File: src/rtl/ietp_pkg.sv
// ----------------------------------------------------------------------------
// ietp_pkg
// shared types and constants of the input event to pointer message block
// ----------------------------------------------------------------------------
package ietp_pkg;

   // event types
   localparam logic [4:0] EV_SYN = 5'd0;
   localparam logic [4:0] EV_KEY = 5'd1;
   localparam logic [4:0] EV_REL = 5'd2;
   localparam logic [4:0] EV_ABS = 5'd3;

   // event codes
   localparam logic [9:0] CODE_X           = 10'h000;
   localparam logic [9:0] CODE_Y           = 10'h001;
   localparam logic [9:0] CODE_WHEEL       = 10'h008;
   localparam logic [9:0] CODE_HIRES_WHEEL = 10'h00b;
   localparam logic [9:0] CODE_SYN_REPORT  = 10'h000;
   localparam logic [9:0] BUTTON_BASE      = 10'h110;

   localparam logic [15:0] GAIN_RESET = 16'd350;
   localparam int unsigned DETENT     = 120;

   // divide by 15 through a reciprocal, exact for dividends below 2^29
   localparam logic [31:0] DIV15_MAGIC = 32'h8888_8889;
   localparam int unsigned DIV15_SHIFT = 35;

   typedef logic signed [47:0] ietp_cursor_type;

   localparam ietp_cursor_type CURSOR_HOME = 48'sd32768;
   localparam ietp_cursor_type CURSOR_MAX  = 48'sh7FFF_FFFF_FFFF;
   localparam ietp_cursor_type CURSOR_MIN  = 48'sh8000_0000_0000;
   localparam logic [15:0]     SCREEN_MAX  = 16'hFFFF;

   typedef enum logic [3:0] {
      OP_NONE,
      OP_REL_X,
      OP_REL_Y,
      OP_ABS_X,
      OP_ABS_Y,
      OP_WHEEL,
      OP_HIRES,
      OP_KEY,
      OP_SYNC
   } ietp_op_type;

   typedef enum logic [2:0] {
      KIND_KEY_UP   = 3'd0,
      KIND_KEY_DOWN = 3'd1,
      KIND_BUTTON   = 3'd2,
      KIND_WHEEL    = 3'd3,
      KIND_MOVE     = 3'd4
   } ietp_kind_type;

   // decoded event handed from the front end to the tracking stage
   typedef struct packed {
      ietp_op_type        op;
      logic [9:0]         code;
      logic signed [31:0] value;
      logic signed [48:0] delta;   // value times gain
      logic [24:0]        wq;      // |value| / 120
      logic               wneg;    // value negative
      logic [6:0]         wlow;    // low bits of |value|
   } ietp_opnd_type;

endpackage

File: src/rtl/input_event_to_pointer_message.sv
// ----------------------------------------------------------------------------
// input_event_to_pointer_message
// turns input events into key, button, wheel and pointer move messages
// ----------------------------------------------------------------------------
// usage
//   req_*  : one event word per handshake (type, code, signed value)
//   rsp_*  : zero or one message word per event (kind, first, second value)
//   csr_*  : motion gain, written with csr_wr_en, no wait, takes effect for
//            events that reach the multiply stage afterwards
// timing
//   three register stages: input register, decode/multiply register,
//   state update into the result register; an event's message shows on
//   rsp_valid once it has passed all three; one event per cycle sustained
//   while the receiver keeps up; the cursor and wheel state live in the
//   last stage only, so back-to-back events see each other's updates
// reset
//   synchronous, active high; cursor goes to 32768/32768, no move pending,
//   wheel residue zero, gain 350, all stages empty
// stalls
//   while rsp_ready is low the result holds and the stages behind it fill;
//   req_ready drops only once all stages hold a word
// ----------------------------------------------------------------------------
module input_event_to_pointer_message import ietp_pkg::*; (
   input  logic                 clock,
   input  logic                 reset,
   // event channel
   input  logic                 req_valid,
   output logic                 req_ready,
   input  logic [4:0]           req_func,
   input  logic [9:0]           req_event_code,
   input  logic signed [31:0]   req_event_value,
   // message channel
   output logic                 rsp_valid,
   input  logic                 rsp_ready,
   output logic [2:0]           rsp_msg_kind,
   output logic signed [31:0]   rsp_first_value,
   output logic signed [31:0]   rsp_second_value,
   // gain register
   input  logic                 csr_wr_en,
   input  logic [15:0]          csr_wr_data
);

   // decoded event between the front end and the state stage
   logic            opnd_valid;
   ietp_opnd_type   opnd;
   logic            core_ready;

   // front end: input register, decode, gain product, /120 quotient
   ietp_front u_front (
      .clock           (clock),
      .reset           (reset),
      .req_valid       (req_valid),
      .req_ready       (req_ready),
      .req_func        (req_func),
      .req_event_code  (req_event_code),
      .req_event_value (req_event_value),
      .csr_wr_en       (csr_wr_en),
      .csr_wr_data     (csr_wr_data),
      .opnd_valid      (opnd_valid),
      .opnd            (opnd),
      .core_ready      (core_ready)
   );

   // state stage: cursor, pending move, wheel residue, result register
   ietp_core u_core (
      .clock            (clock),
      .reset            (reset),
      .opnd_valid       (opnd_valid),
      .opnd             (opnd),
      .core_ready       (core_ready),
      .rsp_valid        (rsp_valid),
      .rsp_ready        (rsp_ready),
      .rsp_msg_kind     (rsp_msg_kind),
      .rsp_first_value  (rsp_first_value),
      .rsp_second_value (rsp_second_value)
   );

endmodule

File: src/rtl/ietp_front.sv
// ----------------------------------------------------------------------------
// ietp_front
// input register, event decode, gain multiply and detent quotient
// ----------------------------------------------------------------------------
module ietp_front import ietp_pkg::*; (
   input  logic                 clock,
   input  logic                 reset,
   input  logic                 req_valid,
   output logic                 req_ready,
   input  logic [4:0]           req_func,
   input  logic [9:0]           req_event_code,
   input  logic signed [31:0]   req_event_value,
   input  logic                 csr_wr_en,
   input  logic [15:0]          csr_wr_data,
   output logic                 opnd_valid,
   output ietp_opnd_type        opnd,
   input  logic                 core_ready
);

   logic                 s1_valid_ff, s1_valid_in;
   logic [4:0]           s1_func_ff;
   logic [9:0]           s1_code_ff;
   logic signed [31:0]   s1_value_ff;
   logic                 s2_valid_ff, s2_valid_in;
   ietp_opnd_type        s2_opnd_ff, s2_opnd_in;
   logic [15:0]          gain_ff, gain_in;

   logic                 s2_free;
   logic                 s1_go;
   logic                 req_take;
   logic [31:0]          mag;
   logic [60:0]          recip;
   logic signed [48:0]   delta_mul;
   ietp_op_type          op_dec;

   assign s2_free   = !s2_valid_ff || core_ready;
   assign s1_go     = s1_valid_ff && s2_free;
   assign req_ready = !s1_valid_ff || s2_free;
   assign req_take  = req_valid && req_ready;

   assign s1_valid_in = req_take ? 1'b1 : (s1_valid_ff && !s1_go);
   assign s2_valid_in = s1_go ? 1'b1 : (s2_valid_ff && !core_ready);
   assign gain_in     = csr_wr_en ? csr_wr_data : gain_ff;

   always_comb begin
      op_dec = OP_NONE;
      case (s1_func_ff)
         EV_REL: begin
            case (s1_code_ff)
               CODE_X:           op_dec = OP_REL_X;
               CODE_Y:           op_dec = OP_REL_Y;
               CODE_WHEEL:       op_dec = OP_WHEEL;
               CODE_HIRES_WHEEL: op_dec = OP_HIRES;
               default:          op_dec = OP_NONE;
            endcase
         end
         EV_ABS: begin
            case (s1_code_ff)
               CODE_X:  op_dec = OP_ABS_X;
               CODE_Y:  op_dec = OP_ABS_Y;
               default: op_dec = OP_NONE;
            endcase
         end
         EV_KEY: op_dec = OP_KEY;
         EV_SYN: op_dec = (s1_code_ff == CODE_SYN_REPORT) ? OP_SYNC : OP_NONE;
         default: op_dec = OP_NONE;
      endcase
   end

   // magnitude, then /120 as (>>3) and a reciprocal multiply for /15
   assign mag       = s1_value_ff[31] ? (~s1_value_ff + 32'd1) : s1_value_ff;
   assign recip     = 61'(mag[31:3]) * 61'(DIV15_MAGIC);
   assign delta_mul = $signed(s1_value_ff) * $signed({1'b0, gain_ff});

   always_comb begin
      s2_opnd_in.op    = op_dec;
      s2_opnd_in.code  = s1_code_ff;
      s2_opnd_in.value = s1_value_ff;
      s2_opnd_in.delta = delta_mul;
      s2_opnd_in.wq    = recip[DIV15_SHIFT +: 25];
      s2_opnd_in.wneg  = s1_value_ff[31];
      s2_opnd_in.wlow  = mag[6:0];
   end

   always_ff @(posedge clock) begin
      if (reset) begin
         s1_valid_ff <= 1'b0;
         s2_valid_ff <= 1'b0;
         gain_ff     <= GAIN_RESET;
      end else begin
         s1_valid_ff <= s1_valid_in;
         s2_valid_ff <= s2_valid_in;
         gain_ff     <= gain_in;
      end
   end

   always_ff @(posedge clock) begin
      if (req_take) begin
         s1_func_ff  <= req_func;
         s1_code_ff  <= req_event_code;
         s1_value_ff <= req_event_value;
      end
      if (s1_go) begin
         s2_opnd_ff <= s2_opnd_in;
      end
   end

   assign opnd_valid = s2_valid_ff;
   assign opnd       = s2_opnd_ff;

endmodule

File: src/rtl/ietp_core.sv
// ----------------------------------------------------------------------------
// ietp_core
// cursor and wheel state update, result register
// ----------------------------------------------------------------------------
module ietp_core import ietp_pkg::*; (
   input  logic                 clock,
   input  logic                 reset,
   input  logic                 opnd_valid,
   input  ietp_opnd_type        opnd,
   output logic                 core_ready,
   output logic                 rsp_valid,
   input  logic                 rsp_ready,
   output logic [2:0]           rsp_msg_kind,
   output logic signed [31:0]   rsp_first_value,
   output logic signed [31:0]   rsp_second_value
);

   ietp_cursor_type      cursor_x_ff, cursor_x_in;
   ietp_cursor_type      cursor_y_ff, cursor_y_in;
   logic                 pending_ff, pending_in;
   logic signed [7:0]    residue_ff, residue_in;
   logic                 rsp_valid_ff, rsp_valid_in;
   ietp_kind_type        rsp_kind_ff, rsp_kind_in;
   logic signed [31:0]   rsp_first_ff, rsp_first_in;
   logic signed [31:0]   rsp_second_ff, rsp_second_in;

   logic                 take;
   logic                 has_result;
   logic signed [49:0]   sum_x, sum_y;
   logic [15:0]          clamp_x, clamp_y;

   logic [6:0]           wh_ra;
   logic signed [26:0]   wh_qext, wh_qf, wh_qf2, wh_steps;
   logic [7:0]           wh_rf, wh_rf2;
   logic signed [8:0]    wh_x;
   logic signed [7:0]    wh_res;

   function automatic ietp_cursor_type sat48(input logic signed [49:0] s);
      if (s[49:47] == 3'b000 || s[49:47] == 3'b111) begin
         return s[47:0];
      end else if (s[49]) begin
         return CURSOR_MIN;
      end else begin
         return CURSOR_MAX;
      end
   endfunction

   function automatic logic [15:0] clamp16(input ietp_cursor_type v);
      if (v[47]) begin
         return 16'h0000;
      end else if (|v[46:16]) begin
         return SCREEN_MAX;
      end else begin
         return v[15:0];
      end
   endfunction

   assign core_ready = !rsp_valid_ff || rsp_ready;
   assign take       = opnd_valid && core_ready;

   assign sum_x   = 50'(cursor_x_ff) + 50'($signed(opnd.delta));
   assign sum_y   = 50'(cursor_y_ff) + 50'($signed(opnd.delta));
   assign clamp_x = clamp16(cursor_x_ff);
   assign clamp_y = clamp16(cursor_y_ff);

   // remainder of |value| / 120 mod 128: |value| + 8 * quotient
   assign wh_ra   = opnd.wlow + {opnd.wq[3:0], 3'b000};
   assign wh_qext = $signed({2'b00, opnd.wq});

   // floor quotient and remainder of the event value alone
   always_comb begin
      if (opnd.wneg && wh_ra != 7'd0) begin
         wh_qf = ~wh_qext;
         wh_rf = 8'(DETENT) - {1'b0, wh_ra};
      end else if (opnd.wneg) begin
         wh_qf = -wh_qext;
         wh_rf = 8'd0;
      end else begin
         wh_qf = wh_qext;
         wh_rf = {1'b0, wh_ra};
      end
   end

   // fold in the kept residue, then back to truncation toward zero
   assign wh_x = $signed({1'b0, wh_rf}) + $signed({residue_ff[7], residue_ff});

   always_comb begin
      if (wh_x[8]) begin
         wh_qf2 = wh_qf - 27'sd1;
         wh_rf2 = 8'(wh_x + 9'sd120);
      end else if (wh_x >= 9'sd120) begin
         wh_qf2 = wh_qf + 27'sd1;
         wh_rf2 = 8'(wh_x - 9'sd120);
      end else begin
         wh_qf2 = wh_qf;
         wh_rf2 = 8'(wh_x);
      end
      if (wh_qf2[26] && wh_rf2 != 8'd0) begin
         wh_steps = wh_qf2 + 27'sd1;
         wh_res   = $signed(wh_rf2 - 8'(DETENT));
      end else begin
         wh_steps = wh_qf2;
         wh_res   = $signed(wh_rf2);
      end
   end

   always_comb begin
      cursor_x_in   = cursor_x_ff;
      cursor_y_in   = cursor_y_ff;
      pending_in    = pending_ff;
      residue_in    = residue_ff;
      has_result    = 1'b0;
      rsp_kind_in   = KIND_KEY_UP;
      rsp_first_in  = 32'sd0;
      rsp_second_in = 32'sd0;
      case (opnd.op)
         OP_REL_X: begin
            cursor_x_in = sat48(sum_x);
            pending_in  = 1'b1;
         end
         OP_REL_Y: begin
            cursor_y_in = sat48(sum_y);
            pending_in  = 1'b1;
         end
         OP_ABS_X: begin
            cursor_x_in = 48'($signed(opnd.value));
            pending_in  = 1'b1;
         end
         OP_ABS_Y: begin
            cursor_y_in = 48'($signed(opnd.value));
            pending_in  = 1'b1;
         end
         OP_WHEEL: begin
            has_result   = (opnd.value != 32'sd0);
            rsp_kind_in  = KIND_WHEEL;
            rsp_first_in = opnd.value;
         end
         OP_HIRES: begin
            residue_in   = wh_res;
            has_result   = (wh_steps != 27'sd0);
            rsp_kind_in  = KIND_WHEEL;
            rsp_first_in = 32'(wh_steps);
         end
         OP_KEY: begin
            has_result = 1'b1;
            if (opnd.code >= BUTTON_BASE) begin
               rsp_kind_in = KIND_BUTTON;
            end else if (opnd.value == 32'sd0) begin
               rsp_kind_in = KIND_KEY_UP;
            end else begin
               rsp_kind_in = KIND_KEY_DOWN;
            end
            rsp_first_in  = $signed({22'd0, opnd.code});
            rsp_second_in = opnd.value;
         end
         OP_SYNC: begin
            if (pending_ff) begin
               cursor_x_in   = $signed({32'd0, clamp_x});
               cursor_y_in   = $signed({32'd0, clamp_y});
               pending_in    = 1'b0;
               has_result    = 1'b1;
               rsp_kind_in   = KIND_MOVE;
               rsp_first_in  = $signed({16'd0, clamp_x});
               rsp_second_in = $signed({16'd0, clamp_y});
            end
         end
         default: begin
            has_result = 1'b0;
         end
      endcase
   end

   assign rsp_valid_in = take ? has_result : (rsp_valid_ff && !rsp_ready);

   always_ff @(posedge clock) begin
      if (reset) begin
         cursor_x_ff  <= CURSOR_HOME;
         cursor_y_ff  <= CURSOR_HOME;
         pending_ff   <= 1'b0;
         residue_ff   <= 8'sd0;
         rsp_valid_ff <= 1'b0;
      end else begin
         rsp_valid_ff <= rsp_valid_in;
         if (take) begin
            cursor_x_ff <= cursor_x_in;
            cursor_y_ff <= cursor_y_in;
            pending_ff  <= pending_in;
            residue_ff  <= residue_in;
         end
      end
   end

   always_ff @(posedge clock) begin
      if (take && has_result) begin
         rsp_kind_ff   <= rsp_kind_in;
         rsp_first_ff  <= rsp_first_in;
         rsp_second_ff <= rsp_second_in;
      end
   end

   assign rsp_valid        = rsp_valid_ff;
   assign rsp_msg_kind     = rsp_kind_ff;
   assign rsp_first_value  = rsp_first_ff;
   assign rsp_second_value = rsp_second_ff;

endmodule

File: config.mk
export PLATFORM = sky130hd
export DESIGN_NAME = input_event_to_pointer_message
export DESIGN_NICKNAME = d
export VERILOG_FILES = /design/src/rtl/ietp_pkg.sv /design/src/rtl/input_event_to_pointer_message.sv /design/src/rtl/ietp_front.sv /design/src/rtl/ietp_core.sv
export SDC_FILE = /design/constraint.sdc
export NUM_CORES = 2
export LEC_CHECK = 0
export BUFFER_PORTS_ARGS = -buffer_cell sky130_fd_sc_hd__buf_2
export CORE_MARGIN = 10
export CORE_UTILIZATION = 34
export CTS_CLUSTER_DIAMETER = 80
export CTS_CLUSTER_SIZE = 12
export DETAILED_ROUTE_END_ITERATION = 10
export PLACE_DENSITY = 0.59
export SLEW_MARGIN = 20
export SYNTH_ARGS = -nofsm -noshare
export SYNTH_HDL_FRONTEND = slang
export SYNTH_SLANG_ARGS = --single-unit
File: constraint.sdc
create_clock -name clock -period 16.4 [get_ports clock]
set_input_delay 1.64 -clock clock [delete_from_list [all_inputs] [get_ports clock]]
set_output_delay 1.64 -clock clock [all_outputs]
set_load 0.02 [all_outputs]
==> results.ini <==
[status]
outcome=finished clean

[floorplanning]
row_count=138
core_um2=142000
start_util=0.343
die_area_um2=158000
die_x_um=398
die_h_um=398
io_pins=137

[timing]
hold_viol_final=0
fmax_ghz=0.0925
period_share=0.659
drv_slew=0
period_minus_slack_ns=10.81
rsz0062_at_grt=false
finalSetupViolations=0
worst-slew-pin-transition_ns=1.15
maxSlewHeadroom=0.229
tns_ns=0
skew_ns=0.0265

[clock_tree]
ctsResizeCount=0
numCtsBuffers=41
cts_tree=built
clockBufferDepth=3
cts.sinks=364
clkLatencyLatePin_ns=0.61
clockRootBuffer=clkbuf_16
clk_pin_slew_ns=0.06
h-tree-depth=2
cts_hold_buffers=0
cts_setup_buffers=0

[critical_path]
path_max_fanout=19
reg2reg_depth=35
crit_type=flop to flop
crit_path_start_kind=flop
end_kind=flop
cp_slowest_stage_delay_ns=0.76
reg2reg_slack_ns=5.59
reg2reg_from=u_front.s1_value_ff[1]
cp-startpoint=u_front.s1_value_ff[1]
crit_required_ns=16.76
crit_path_top_delay_cell=o41ai_1
crit_arrival_ns=11.17
r2r-end=u_front.opnd[32]

[final_layout]
drive_above_1_share=0.0670
fillerInstances=14300
regArea_um2=9690
syn2layout_area_growth_pct=8.33
mostFrequentLayoutCells=750 x inv_1, 608 x fa_1, 575 x nand2_1, 468 x ha_1, 353 x nor2_1
multi_input_area_um2=35200
final_common_cell=inv_1
fin_nets=6411

[yosys]
synth_area_leaders=fa_1 25%, edfxtp_1 15%, ha_1 12%
synth_cell_types=109
yosys_warnings=0
synth.avg_cell_area_um2=9.24
synth.largest_area_cell=fa_1
synthFlopType=edfxtp_1
syn_area_um2=48500
synth_edf_count=240
synth_top_area_frac=0.251
synth-async-reset-ratio=0
syn_inst=5250
ys_seq_elements=364
synth-seq-area-share=0.200
syn-num-nets=6394

[route]
wl_per_cell_um=21.0
wirelength_um=151000
drc=0
vias=38300
ant_nets=0
drt_first_pass_iters=6
avgViaCountPerCell=5.32
drtIter0Drc=3295

[place]
portBuffers=136
dp_hpwl_um=118000
gp_congestion=0.939

[global_route]
grt_pass1_wl_um=234000
grt_pass1_vias=38500
grt_usage=0.188
grt_overflow_total=0
antenna_found_initial=9
grt_max_degree=71

[worst_hold_path]
hold_end=u_front.opnd[121]
hold_class=flop to flop
holdPathStages=0
hold_start=u_front.s1_code_ff[7]

[job]
maxCapViolations=0

flip-flops by register name, indices dropped and copies added (netlist names):
register / count
u_front.opnd: 126
u_core.cursor_x_ff: 48
u_core.cursor_y_ff: 48
u_core.rsp_first_value: 32
u_core.rsp_second_value: 32
u_front.s1_value_ff: 32
u_front.gain_ff: 16
u_front.s1_code_ff: 10
u_core.residue_ff: 8
u_front.s1_func_ff: 5
u_core.rsp_msg_kind: 3
u_core.pending_ff: 1
u_core.rsp_valid: 1
u_front.opnd_valid: 1
u_front.s1_valid_ff: 1
cells by family after synthesis:
family          after synthesis  share of synthesized area
mux                          29                    0.00619
fa+ha+maj                  1076                      0.372
simple gates               1649                      0.167
buf+inv                     976                     0.0764
xor+xnor                    245                     0.0448
flops                       364                      0.200
compound gates              911                      0.134
routing by layer:
metal,vias to the layer above,track usage,part of all wire
li1,17800,-,-
met1,18900,0.276,0.47
met2,1421,0.280,0.42
met3,221,0.0316,0.081
met4,10,0.0532,0.031
met5,-,0,0.00048
worst max path at each step:
stage,endpoint,slack [ns],cells after the start
finish,u_front.opnd[32],5.59,35
global placement,u_front.opnd[32],5.81,35
global route,u_front.opnd[32],4.96,35
detailed placement,u_front.opnd[32],5.74,35
CTS,u_front.opnd[32],5.65,35
floorplan,u_core.rsp_first_value[0],4.13,28
synthesized netlist by cell type (26+ instances only):
cell and count:
ha_1 468, nor4_1 44, a31oi_1 26, nor2b_1 49
a21oi_1 173, a211oi_1 90, and2_1 221, nand2_1 575
a22oi_1 31, clkbuf_1 190, nand4_1 42, nand3_1 58
inv_1 750, nor3_1 75, dfxtp_1 124, a311oi_1 38
xnor2_1 182, nor2_1 357, edfxtp_1 240, o21a_1 35
fa_1 608, xor2_1 59, nand2b_1 36, o21ai_0 138
o31ai_1 29, a21o_1 109, or3_1 36
metrics by stage:
stage / cells / utilization / instance area [µm²] / hold WS (ns) / setup slack, ns
after floorplan: 5250 / - / 48500 / 0.417 / 4.13
after global placement: 7114 / 0.362 / 51300 / 0.434 / 5.81
after detailed placement: 7114 / 0.362 / 51300 / 0.445 / 5.74
after CTS: 7187 / 0.371 / 52600 / 0.459 / 5.65
after global routing: 7188 / 0.371 / 52600 / 0.471 / 4.96
final: 7188 / 0.371 / 52600 / 0.453 / 5.59
area by class of cell:
cell class | count | share of cell area
inverter | 750 | 0.0536
antenna | 1 | 0.0000476
multi-input combinational | 3910 | 0.670
timing repair buffer | 200 | 0.0221
clock buffer | 60 | 0.0215
clock inverter | 13 | 0.00319
sequential | 364 | 0.184
tap | 1890 | 0.0450
worst max-delay path, delay by kind of cell (launching register included):
family,cells,cell delay (ns)
AO/OA/AOI/OAI,12,3.15
XOR/XNOR,2,0.37
buffers and inverters,5,0.43
adder cells (fa/ha/maj),9,3.72
AND/OR/NAND/NOR,7,2.22
flip-flops,1,0.68
Power is not shown: default switching activity piles up to over one toggle a cycle in this logic, so the estimate is an artifact.
